<file path="src/rtl/crpt_pkg.sv">
//------------------------------------------------------------------------------
// crpt_pkg: shared types and constants of the capture ring pointer tracker
// Field widths, mode and result codes, the bundles that pass between modules,
// and the restoring remainder step used by both modulo units.
//------------------------------------------------------------------------------
`default_nettype none

package crpt_pkg;

	localparam int ADDR_W         = 32;
	localparam int IDX_W          = 17;
	localparam int SIZE_W         = 18;
	localparam int FRAMES_W       = 16;
	localparam int RING_BYTES_MAX = 131072;

	// The address offset is reduced four dividend bits per pipeline stage.
	localparam int STEP_BITS  = 4;
	localparam int DIV_STAGES = ADDR_W / STEP_BITS;

	// Bit counter of the iterative index reduction.
	localparam int CNT_W = $clog2(IDX_W + 1);

	localparam logic [SIZE_W-1:0] RING_MAX_W = SIZE_W'(RING_BYTES_MAX);

	typedef enum logic [0:0] {
		REG_BUFFER_BASE = 1'b0,
		REG_RING_SIZE   = 1'b1
	} cfg_reg_t;

	typedef enum logic [1:0] {
		MODE_PROGRESS = 2'd0,
		MODE_READ     = 2'd1,
		MODE_STOP     = 2'd2,
		MODE_UNUSED   = 2'd3
	} mode_t;

	typedef enum logic [1:0] {
		KIND_PROGRESS = 2'd0,
		KIND_SEGMENT  = 2'd1,
		KIND_CLEARED  = 2'd2,
		KIND_IGNORED  = 2'd3
	} kind_t;

	// Side information that travels with an item through the offset pipeline.
	typedef struct packed {
		mode_t               mode;
		logic                addr_zero;
		logic [FRAMES_W-1:0] frames;
	} item_tag_t;

	// Ring pointers as seen by the update logic (indices already below the size).
	typedef struct packed {
		logic [IDX_W-1:0]  wr;
		logic [IDX_W-1:0]  rd;
		logic [SIZE_W-1:0] bw;
	} ring_state_t;

	typedef struct packed {
		kind_t               kind;
		logic [IDX_W-1:0]    new_bytes;
		logic                overflow;
		logic [IDX_W-1:0]    seg_offset;
		logic [SIZE_W-1:0]   seg_bytes;
		logic [FRAMES_W-1:0] total_frames;
		logic                last;
	} result_t;

	// One restoring step: shift in a dividend bit, subtract the size if it fits.
	// With rem below a nonzero size the result stays below the size as well.
	function automatic logic [IDX_W-1:0] mod_step(input logic [IDX_W-1:0] rem,
			input logic b, input logic [SIZE_W-1:0] s);
		logic [SIZE_W-1:0] t;
		t = {rem, b};
		if (t >= s) begin
			t = t - s;
		end
		return t[IDX_W-1:0];
	endfunction

endpackage

`default_nettype wire

</file>
<file path="src/rtl/capture_ring_pointer_tracker.sv">
//------------------------------------------------------------------------------
// capture_ring_pointer_tracker: capture ring buffer pointer and occupancy tracker
// One item per cycle unless output stalls or a reduction runs; a wrapping read gives two results.
// Results leave through an output register behind the 8-stage offset remainder pipeline.
// Reset clears pointers, config and valid bits; items stall while a size write's reduction runs.
//------------------------------------------------------------------------------
`default_nettype none

module capture_ring_pointer_tracker import crpt_pkg::*; (
	input  wire logic                clk,
	input  wire logic                arst_n,

	// Configuration write port.
	input  wire logic                cfg_write_en,
	input  wire logic [0:0]          cfg_index,
	input  wire logic [ADDR_W-1:0]   cfg_data,

	// Input item channel.
	input  wire logic                item_valid,
	output logic                     item_stall,
	input  wire logic [1:0]          mode,
	input  wire logic [ADDR_W-1:0]   hw_address,
	input  wire logic [FRAMES_W-1:0] read_frames,

	// Result item channel.
	output logic                     result_valid,
	input  wire logic                result_stall,
	output logic [1:0]               kind,
	output logic [IDX_W-1:0]         new_bytes,
	output logic                     overflow,
	output logic [IDX_W-1:0]         seg_offset,
	output logic [SIZE_W-1:0]        seg_bytes,
	output logic [FRAMES_W-1:0]      total_frames,
	output logic                     last
);

	// Configuration. Only the effective ring size, clamped to the largest ring,
	// is kept, since the raw size register is never used otherwise.
	logic [ADDR_W-1:0] base_q;
	logic [SIZE_W-1:0] s_q;
	logic [SIZE_W-1:0] size_clamped;
	logic              size_start;

	// Pointer state. The raw indices hold what was last written; the reduced
	// copies are the raw indices modulo the current size, refreshed by the
	// reduction pass after every nonzero size write. An item writes an index only
	// when it sets that index; an index it leaves alone keeps its raw value,
	// so that a later size change reduces the value last written.
	logic [IDX_W-1:0]  wr_raw_q;
	logic [IDX_W-1:0]  rd_raw_q;
	logic [IDX_W-1:0]  wr_q;
	logic [IDX_W-1:0]  rd_q;
	logic [SIZE_W-1:0] bw_q;

	// Offset pipeline.
	logic              pipe_in_ready;
	logic              pipe_in_valid;
	item_tag_t         pipe_in_tag;
	logic              pipe_out_valid;
	logic              pipe_out_ready;
	logic [IDX_W-1:0]  pipe_out_rem;
	item_tag_t         pipe_out_tag;

	// Reduction pass.
	logic              wr_busy;
	logic              wr_done;
	logic [IDX_W-1:0]  wr_red;
	logic              rd_busy;
	logic              rd_done;
	logic [IDX_W-1:0]  rd_red;
	logic              red_busy;

	// Update logic and output side.
	ring_state_t       cur_state;
	ring_state_t       nxt_state;
	logic              upd;
	logic              two;
	result_t           res0;
	result_t           res1;
	logic              commit;
	logic              out_free;
	logic              wr_set;
	logic              rd_set;

	result_t           res_q;
	result_t           pend_res_q;
	logic              result_valid_q;
	logic              pend_q;

	//--------------------------------------------------------------------------
	// Configuration writes. A nonzero size starts the reduction pass; with a
	// zero size every progress and read item is ignored, so there is nothing
	// to reduce.
	//--------------------------------------------------------------------------
	assign size_clamped = (cfg_data[SIZE_W-1:0] > RING_MAX_W) ? RING_MAX_W
		: cfg_data[SIZE_W-1:0];
	assign size_start = cfg_write_en && (cfg_reg_t'(cfg_index) == REG_RING_SIZE)
		&& (size_clamped != '0);

	always_ff @(posedge clk or negedge arst_n) begin
		if (!arst_n) begin
			base_q <= '0;
			s_q    <= '0;
		end else if (cfg_write_en) begin
			unique case (cfg_reg_t'(cfg_index))
				REG_BUFFER_BASE: base_q <= cfg_data;
				REG_RING_SIZE:   s_q    <= size_clamped;
			endcase
		end
	end

	//--------------------------------------------------------------------------
	// Input side. The offset of the reported address from the ring base is
	// taken modulo 2^32 here and reduced modulo the size in the pipeline. The
	// pipeline carries the mode and frame count along so that items reach the
	// update logic in order. No item is taken during the reduction pass.
	//--------------------------------------------------------------------------
	assign pipe_in_tag.mode      = mode_t'(mode);
	assign pipe_in_tag.addr_zero = (hw_address == '0);
	assign pipe_in_tag.frames    = read_frames;
	assign pipe_in_valid         = item_valid && !red_busy;
	assign item_stall            = !pipe_in_ready || red_busy;

	crpt_mod_pipe u_mod_pipe (
		.clk       (clk),
		.arst_n    (arst_n),
		.in_valid  (pipe_in_valid),
		.in_ready  (pipe_in_ready),
		.in_diff   (hw_address - base_q),
		.in_tag    (pipe_in_tag),
		.s         (s_q),
		.out_valid (pipe_out_valid),
		.out_ready (pipe_out_ready),
		.out_rem   (pipe_out_rem),
		.out_tag   (pipe_out_tag)
	);

	//--------------------------------------------------------------------------
	// Reduction pass: both indices in parallel, one bit per cycle from the raw
	// copies, which are loaded at the size write.
	//--------------------------------------------------------------------------
	crpt_idx_reduce u_wr_reduce (
		.clk    (clk),
		.arst_n (arst_n),
		.start  (size_start),
		.raw    (wr_raw_q),
		.s      (s_q),
		.busy   (wr_busy),
		.done   (wr_done),
		.rem    (wr_red)
	);

	crpt_idx_reduce u_rd_reduce (
		.clk    (clk),
		.arst_n (arst_n),
		.start  (size_start),
		.raw    (rd_raw_q),
		.s      (s_q),
		.busy   (rd_busy),
		.done   (rd_done),
		.rem    (rd_red)
	);

	assign red_busy = wr_busy || rd_busy;

	//--------------------------------------------------------------------------
	// Pointer update. An item leaves the pipeline when the output register is
	// free and no second segment is still waiting for it.
	//--------------------------------------------------------------------------
	assign cur_state.wr = wr_q;
	assign cur_state.rd = rd_q;
	assign cur_state.bw = bw_q;

	crpt_step_logic u_step (
		.tag  (pipe_out_tag),
		.offs (pipe_out_rem),
		.s    (s_q),
		.cur  (cur_state),
		.nxt  (nxt_state),
		.upd  (upd),
		.two  (two),
		.res0 (res0),
		.res1 (res1)
	);

	assign out_free       = !result_valid_q || !result_stall;
	assign pipe_out_ready = out_free && !pend_q;
	assign commit         = pipe_out_valid && pipe_out_ready;

	// A progress report or a stop sets the write index. A read, a stop or an
	// overflow trim sets the read index.
	assign wr_set = upd && (pipe_out_tag.mode == MODE_PROGRESS
		|| pipe_out_tag.mode == MODE_STOP);
	assign rd_set = upd && (pipe_out_tag.mode != MODE_PROGRESS || res0.overflow);

	always_ff @(posedge clk or negedge arst_n) begin
		if (!arst_n) begin
			wr_raw_q <= '0;
			rd_raw_q <= '0;
			wr_q     <= '0;
			rd_q     <= '0;
			bw_q     <= '0;
		end else begin
			if (commit && wr_set) begin
				wr_raw_q <= nxt_state.wr;
			end
			if (commit && rd_set) begin
				rd_raw_q <= nxt_state.rd;
			end
			if (commit && upd) begin
				bw_q <= nxt_state.bw;
			end
			// The end of the reduction pass wins over an item update.
			if (wr_done) begin
				wr_q <= wr_red;
			end else if (commit && wr_set) begin
				wr_q <= nxt_state.wr;
			end
			if (rd_done) begin
				rd_q <= rd_red;
			end else if (commit && rd_set) begin
				rd_q <= nxt_state.rd;
			end
		end
	end

	//--------------------------------------------------------------------------
	// Output register with a one-entry hold for the second segment of a read
	// that wraps. The second segment follows the first in the next free cycle.
	//--------------------------------------------------------------------------
	always_ff @(posedge clk or negedge arst_n) begin
		if (!arst_n) begin
			result_valid_q <= 1'b0;
			pend_q         <= 1'b0;
		end else if (commit) begin
			result_valid_q <= 1'b1;
			pend_q         <= two;
		end else if (pend_q && out_free) begin
			result_valid_q <= 1'b1;
			pend_q         <= 1'b0;
		end else if (result_valid_q && !result_stall) begin
			result_valid_q <= 1'b0;
		end
	end

	always_ff @(posedge clk) begin
		if (commit) begin
			res_q      <= res0;
			pend_res_q <= res1;
		end else if (pend_q && out_free) begin
			res_q <= pend_res_q;
		end
	end

	assign result_valid = result_valid_q;
	assign kind         = res_q.kind;
	assign new_bytes    = res_q.new_bytes;
	assign overflow     = res_q.overflow;
	assign seg_offset   = res_q.seg_offset;
	assign seg_bytes    = res_q.seg_bytes;
	assign total_frames = res_q.total_frames;
	assign last         = res_q.last;

	// A waiting second segment always sits behind a shown first segment.
	a_pend_behind: assert property (@(posedge clk) disable iff (!arst_n)
		pend_q |-> result_valid_q)
		else $error("second segment held without a result on the output");

	// Taking a non-final result brings up the final segment at ring offset zero.
	a_second_follows: assert property (@(posedge clk) disable iff (!arst_n)
		(result_valid && !result_stall && !last) |=>
		(result_valid && last && seg_offset == '0))
		else $error("second segment did not follow the first");

	// The reduction pass always ends with both index units together.
	a_pass_lockstep: assert property (@(posedge clk) disable iff (!arst_n)
		wr_busy == rd_busy)
		else $error("index reduction units out of step");

endmodule

`default_nettype wire

</file>
<file path="src/rtl/crpt_mod_pipe.sv">
//------------------------------------------------------------------------------
// crpt_mod_pipe: address offset remainder pipeline
// Reduces a 32-bit offset modulo the ring size, four bits per stage, with
// per-stage valid bits so that bubbles close up while the output is held.
//------------------------------------------------------------------------------
`default_nettype none

module crpt_mod_pipe import crpt_pkg::*; (
	input  wire logic              clk,
	input  wire logic              arst_n,
	input  wire logic              in_valid,
	output logic                   in_ready,
	input  wire logic [ADDR_W-1:0] in_diff,
	input  wire item_tag_t         in_tag,
	input  wire logic [SIZE_W-1:0] s,
	output logic                   out_valid,
	input  wire logic              out_ready,
	output logic [IDX_W-1:0]       out_rem,
	output item_tag_t              out_tag
);

	logic                v_s   [0:DIV_STAGES];
	logic [ADDR_W-1:0]   div_s [0:DIV_STAGES];
	logic [IDX_W-1:0]    rem_s [0:DIV_STAGES];
	item_tag_t           tag_s [0:DIV_STAGES];

	logic [DIV_STAGES:0] load;
	logic [IDX_W-1:0]    nxt_rem [0:DIV_STAGES-1];
	logic [ADDR_W-1:0]   nxt_div [0:DIV_STAGES-1];

	// A stage takes new contents when it is empty or its contents move on.
	always_comb begin
		load[DIV_STAGES] = !v_s[DIV_STAGES] || out_ready;
		for (int k = DIV_STAGES - 1; k >= 0; k--) begin
			load[k] = !v_s[k] || load[k+1];
		end
	end

	always_comb begin
		logic [IDX_W-1:0]  r;
		logic [ADDR_W-1:0] d;
		for (int k = 0; k < DIV_STAGES; k++) begin
			r = rem_s[k];
			d = div_s[k];
			for (int j = 0; j < STEP_BITS; j++) begin
				r = mod_step(r, d[ADDR_W-1], s);
				d = {d[ADDR_W-2:0], 1'b0};
			end
			nxt_rem[k] = r;
			nxt_div[k] = d;
		end
	end

	always_ff @(posedge clk or negedge arst_n) begin
		if (!arst_n) begin
			for (int k = 0; k <= DIV_STAGES; k++) begin
				v_s[k] <= 1'b0;
			end
		end else begin
			if (load[0]) begin
				v_s[0] <= in_valid;
			end
			for (int k = 1; k <= DIV_STAGES; k++) begin
				if (load[k]) begin
					v_s[k] <= v_s[k-1];
				end
			end
		end
	end

	always_ff @(posedge clk) begin
		if (load[0] && in_valid) begin
			div_s[0] <= in_diff;
			rem_s[0] <= '0;
			tag_s[0] <= in_tag;
		end
		for (int k = 1; k <= DIV_STAGES; k++) begin
			if (load[k] && v_s[k-1]) begin
				div_s[k] <= nxt_div[k-1];
				rem_s[k] <= nxt_rem[k-1];
				tag_s[k] <= tag_s[k-1];
			end
		end
	end

	assign in_ready  = load[0];
	assign out_valid = v_s[DIV_STAGES];
	assign out_rem   = rem_s[DIV_STAGES];
	assign out_tag   = tag_s[DIV_STAGES];

	// A held output keeps its remainder and its tag.
	a_out_hold: assert property (@(posedge clk) disable iff (!arst_n)
		(out_valid && !out_ready) |=> (out_valid && $stable(out_rem) && $stable(out_tag)))
		else $error("offset pipeline dropped or changed a held item");

endmodule

`default_nettype wire

</file>
<file path="src/rtl/crpt_idx_reduce.sv">
//------------------------------------------------------------------------------
// crpt_idx_reduce: iterative index reduction
// Reduces a stored ring index modulo a new ring size, one bit per cycle.
//------------------------------------------------------------------------------
`default_nettype none

module crpt_idx_reduce import crpt_pkg::*; (
	input  wire logic              clk,
	input  wire logic              arst_n,
	input  wire logic              start,
	input  wire logic [IDX_W-1:0]  raw,
	input  wire logic [SIZE_W-1:0] s,
	output logic                   busy,
	output logic                   done,
	output logic [IDX_W-1:0]       rem
);

	logic             busy_q;
	logic [CNT_W-1:0] cnt_q;
	logic [IDX_W-1:0] shf_q;
	logic [IDX_W-1:0] rem_q;
	logic [IDX_W-1:0] rem_nxt;

	assign rem_nxt = mod_step(rem_q, shf_q[IDX_W-1], s);

	always_ff @(posedge clk or negedge arst_n) begin
		if (!arst_n) begin
			busy_q <= 1'b0;
			cnt_q  <= '0;
		end else if (start) begin
			busy_q <= 1'b1;
			cnt_q  <= CNT_W'(IDX_W);
		end else if (busy_q) begin
			cnt_q <= cnt_q - 1'b1;
			if (cnt_q == CNT_W'(1)) begin
				busy_q <= 1'b0;
			end
		end
	end

	always_ff @(posedge clk) begin
		if (start) begin
			shf_q <= raw;
			rem_q <= '0;
		end else if (busy_q) begin
			shf_q <= {shf_q[IDX_W-2:0], 1'b0};
			rem_q <= rem_nxt;
		end
	end

	assign busy = busy_q;
	assign done = busy_q && (cnt_q == CNT_W'(1)) && !start;
	assign rem  = rem_nxt;

	a_cnt_range: assert property (@(posedge clk) disable iff (!arst_n)
		busy_q |-> (cnt_q != '0 && cnt_q <= CNT_W'(IDX_W)))
		else $error("index reduction counter out of range while busy");

endmodule

`default_nettype wire

</file>
<file path="src/rtl/crpt_step_logic.sv">
//------------------------------------------------------------------------------
// crpt_step_logic: pointer update for one item
// Given the reduced offset, the ring size and the current pointers, works out
// the next pointers and the one or two result items.
//------------------------------------------------------------------------------
`default_nettype none

module crpt_step_logic import crpt_pkg::*; (
	input  wire item_tag_t         tag,
	input  wire logic [IDX_W-1:0]  offs,
	input  wire logic [SIZE_W-1:0] s,
	input  wire ring_state_t       cur,
	output ring_state_t            nxt,
	output logic                   upd,
	output logic                   two,
	output result_t                res0,
	output result_t                res1
);

	logic [SIZE_W-1:0] offs_w;
	logic [SIZE_W-1:0] wr_w;
	logic [SIZE_W-1:0] nb;
	logic [SIZE_W:0]   bw_sum;
	logic              trim;
	logic [SIZE_W-1:0] half;
	logic [SIZE_W-1:0] rd_trim;

	logic [SIZE_W-1:0] want;
	logic              excess;
	logic [SIZE_W-1:0] bw_eff;
	logic [IDX_W-1:0]  r;
	logic [SIZE_W-1:0] size;
	logic [SIZE_W:0]   seg_end;
	logic              wrap;
	logic [SIZE_W-1:0] first;
	logic [SIZE_W-1:0] second;
	logic              s_zero;

	always_comb begin
		s_zero = (s == '0);

		// Progress report: bytes filled since the last report, modulo the size.
		offs_w = {1'b0, offs};
		wr_w   = {1'b0, cur.wr};
		if (offs_w >= wr_w) begin
			nb = offs_w - wr_w;
		end else begin
			nb = (s - wr_w) + offs_w;
		end
		bw_sum  = {1'b0, cur.bw} + {1'b0, nb};
		trim    = bw_sum > {1'b0, s};
		half    = s >> 1;
		rd_trim = offs_w + (s - half);
		if (rd_trim >= s) begin
			rd_trim = rd_trim - s;
		end

		// Read request.
		want   = {tag.frames, 2'b00};
		excess = cur.bw > s;
		bw_eff = excess ? '0 : cur.bw;
		r      = excess ? cur.wr : cur.rd;
		size   = (want > bw_eff) ? bw_eff : want;
		seg_end = {2'b00, r} + {1'b0, size};
		wrap   = seg_end >= {1'b0, s};
		first  = s - {1'b0, r};
		second = size - first;

		nxt       = cur;
		upd       = 1'b0;
		two       = 1'b0;
		res0      = '0;
		res0.kind = KIND_IGNORED;
		res0.last = 1'b1;
		res1      = '0;
		res1.kind = KIND_SEGMENT;
		res1.last = 1'b1;

		unique case (tag.mode)
			MODE_STOP: begin
				nxt       = '0;
				upd       = 1'b1;
				res0.kind = KIND_CLEARED;
			end
			MODE_PROGRESS: begin
				if (!tag.addr_zero && !s_zero) begin
					upd       = 1'b1;
					nxt.wr    = offs;
					res0.kind = KIND_PROGRESS;
					res0.new_bytes = nb[IDX_W-1:0];
					if (trim) begin
						nxt.bw        = half;
						nxt.rd        = rd_trim[IDX_W-1:0];
						res0.overflow = 1'b1;
					end else begin
						nxt.bw = bw_sum[SIZE_W-1:0];
					end
				end
			end
			MODE_READ: begin
				if (!s_zero) begin
					upd               = 1'b1;
					nxt.bw            = bw_eff - size;
					res0.kind         = KIND_SEGMENT;
					res0.seg_offset   = r;
					res0.total_frames = size[SIZE_W-1:2];
					if (!wrap) begin
						nxt.rd         = seg_end[IDX_W-1:0];
						res0.seg_bytes = size;
					end else begin
						// The read reaches the end of the ring: a second segment
						// restarts at offset zero.
						two               = 1'b1;
						nxt.rd            = second[IDX_W-1:0];
						res0.seg_bytes    = first;
						res0.last         = 1'b0;
						res1.seg_bytes    = second;
						res1.total_frames = size[SIZE_W-1:2];
					end
				end
			end
			MODE_UNUSED: begin
			end
		endcase
	end

endmodule

`default_nettype wire
</file>
<file path="config.mk">
export PLATFORM = sky130hd
export DESIGN_NAME = capture_ring_pointer_tracker
export DESIGN_NICKNAME = d
export VERILOG_FILES = /design/src/rtl/crpt_pkg.sv /design/src/rtl/capture_ring_pointer_tracker.sv /design/src/rtl/crpt_mod_pipe.sv /design/src/rtl/crpt_idx_reduce.sv /design/src/rtl/crpt_step_logic.sv
export SDC_FILE = /design/constraint.sdc
export NUM_CORES = 2
export LEC_CHECK = 0
export BUFFER_PORTS_ARGS = -buffer_cell sky130_fd_sc_hd__buf_2
export CAP_MARGIN = 30
export CORE_MARGIN = 5
export CORE_UTILIZATION = 46
export DETAILED_ROUTE_END_ITERATION = 7
export SETUP_SLACK_MARGIN = 0.5
export SLEW_MARGIN = 20
export SYNTH_ARGS = -nofsm -noshare
export SYNTH_HDL_FRONTEND = slang
export SYNTH_SLANG_ARGS = --single-unit
</file>
<file path="constraint.sdc">
create_clock -name clk -period 13 [get_ports clk]
set_clock_uncertainty 0.2 [all_clocks]
set_input_delay 0 -clock clk [delete_from_list [all_inputs] [get_ports clk]]
set_output_delay 0 -clock clk [all_outputs]
set_load 0.02 [all_outputs]
</file>
==> flow_metrics.tcl <==
set metrics [dict create \
    synth.ff_latch_count 784 \
    synth-async-reset-ratio_pct 20.3 \
    yosysWarnings 0 \
    synth_edf_count 591 \
    crit_fanout 21 \
    tns_ns 0 \
    hold_class "input port to register" \
    detailroute.wirelength.met3_mm 16.5 \
    max_freq_mhz 84.6 \
    synthDistinctLibCells 101 \
    rows 143 \
    critical_path_class "register to register" \
    yosys_most_used_dff "edfxtp_1" \
    htree_levels 3 \
    synthTopCellsByArea "edfxtp_1, ha_1, mux2_2" \
    hold_viol 0 \
    cts_sinks 784 \
    area_delta_synth_final_pct 13.4 \
    placeableCoreArea_sq_mm 0.152 \
    synth_top_cell_area_share_pct 25.3 \
    ctsRootBufferMaster "clkbuf_16" \
    drt_iter0_markers 5599 \
    synthCells 7457 \
    drc_errors 0 \
    end_kind "register" \
    die_area_sq_mm 0.161 \
    n_fill_cell 13800 \
    grt_start_max_net_pins 73 \
    synth_commonest_cells "ha_1, nor2_1, a21oi_1" \
    top_level_ports 162 \
    required_ns 13.26 \
    critical-path-max-stage-delay_ns 0.54 \
    cp_top_family "compound AO/OA/AOI/OAI gates" \
    routabilityCongestion 0.949 \
    mappedNetlistNets 8489 \
    wl_met1_mm 105 \
    clkTransAtPathRegs_ns 0.06 \
    min_period_ns 11.82 \
    cp.arrival_ns 12.08 \
    maxUsedRoutingLayer "met5" \
    antenna_found_initial 12 \
    synth_most_common_cell "ha_1" \
    hpwl_mm 176 \
    grt_pass1_vias 57400 \
    finalSetupViolCount 0 \
    grt_pass1_wl_mm 349 \
    synth_top_area_cell "edfxtp_1" \
    drive_gt1_share_pct 13.0 \
    vias 59700 \
    cts_tree "yes" \
    tightest_slew_ns 1.03 \
    slew_viol_final 0 \
    r2r_slack_ns 1.18 \
    wl_met2_mm 101 \
    wl_mm 234 \
    rsz0062_at_grt "no" \
    critPathLaunchType "register" \
    cts_setup_buffers 0 \
    fin_crit_sh_pct 90.9 \
    clk_latency_ns 0.72 \
    cap_violations 0 \
    final_nets 8940 \
    outcome "complete, no violations" \
    die_h_um 401 \
    clockBufferDepth 3 \
    drt_pass1_iterations 6 \
    wl_per_cell_um 23.3 \
    cpMaxStageDelayCell "a211o_1" \
    cts_buffers 92 \
    ant_nets 0 \
    grt_overflow 0 \
    syn_area_per_cell_sq_um 9.42 \
    synth-seq-area-share_pct 31.9 \
    track_usage_pct 28.0 \
    slew_headroom_pct 30.8 \
    port_buffers 161 \
    die_x_um 401 \
    cp.buffers_inverters 4 \
    cpMostUsedCell "a21oi_1" \
    vias_per_cell 5.96 \
    start_util_pct 46.2 \
    synthesis.area_sq_mm 0.0702 \
]
## cell families after synthesis
kind of cell    count (synthesis)  synth area share (%)
other cells                     1               0.00534
mux                           498                  7.85
buf+inv                       597                  3.26
flops                         784                  31.9
compound gates               1999                  18.2
xor+xnor                      609                  7.61
fa+ha+maj                     944                  17.6
simple gates                 2025                  13.5
## through the flow
step / instance area [sq um] / hold slack (ns) / utilization, % / worst slack, ns / cells
5_1_grt: 79600 / 0.0188 / 52.4 / 0.530 / 10000
2_1_floorplan: 70300 / -0.496 / - / 0.756 / 7457
4_1_cts: 79500 / 0.00583 / 52.3 / 1.01 / 10000
3_3_place_gp: 74500 / -0.224 / 49.1 / 1.20 / 9665
3_5_place_dp: 74600 / -0.225 / 49.1 / 1.07 / 9669
6_report: 79600 / 0.0690 / 52.4 / 1.18 / 10000
## path summary, 6_finish.rpt
check                                          from                       end  cells after the start
max reg2reg                                  s_q[0]   u_mod_pipe.rem_s[0][44]                     43
min reg2reg                u_mod_pipe.div_s[0][216]  u_mod_pipe.div_s[0][252]                      0
min in group asynchronous                    arst_n               rd_raw_q[7]                      4
max                                          s_q[0]   u_mod_pipe.rem_s[0][44]                     43
max in group asynchronous                    arst_n                   wr_q[9]                      4
min                                    cfg_data[13]                   s_q[13]                      3
## final cells by class
class / count / area [sq um] / share of cell area (%)
tap: 2030 / 2540 / 3.19
inverter: 445 / 1680 / 2.11
clock buffer: 122 / 2570 / 3.23
timing repair buffer: 509 / 4020 / 5.05
sequential: 784 / 22400 / 28.1
antenna: 9 / 22.5 / 0.0283
clock inverter: 51 / 594 / 0.746
multi-input combinational: 6076 / 45800 / 57.5
## registers in the layout, summed over array words and instances (netlist names), 18 cells and up
signal and flops:
base_q 32, s_q 18, u_mod_pipe.rem_s 136, u_mod_pipe.div_s 144, u_mod_pipe.tag_s 171, bw_q 18
seg_bytes 18, pend_res_q 34
## repair_timing
action                                  CTS  global route
hold buffers                            171             0
endpoints found under the setup margin    0            75
gates resized for setup                   0             8
endpoints found under the hold margin   308             0
## worst min-delay path, delay by kind of cell
| kind | cells | cell delay (ns) |
|---|---|---|
| AO/OA/AOI/OAI | 1 | 0.16 |
| buffers and inverters | 2 | 0.78 |
## cell usage in the layout (no fill, tap or decap), types with 25 or more instances in the layout
cell and instances:
a211oi_1 60, a21boi_0 39, a21o_1 248, a21oi_1 601, a221oi_1 29, a22o_1 30, a31oi_1 69, and2_1 52
and3_1 41, buf_2 160, buf_4 163, clkbuf_16 95, dfrtp_1 157, dfxtp_1 34, dlygate4sd3_1 170, edfxtp_1 591
fa_1 74, ha_1 870, inv_1 427, mux2_2 400, mux2i_1 92, nand2_1 552, nand2b_1 97, nand3_1 91
nand4_1 118, nor2_1 631, nor2b_1 103, nor3_1 155, nor4_1 31, o211ai_1 25, o21a_1 125, o21ai_0 425
o21bai_1 59, o31ai_1 44, or2_2 35, or3_1 45, xnor2_1 389, xor2_1 219
## metal layers
metal,track usage [%],up-vias
li1,-,28400
met4,11.5,4
met3,3.96,416
met2,43.5,2156
met1,39.2,28700
met5,0,-
Power is not shown: default switching activity piles up to over one toggle a cycle in this logic, so the estimate is an artifact.
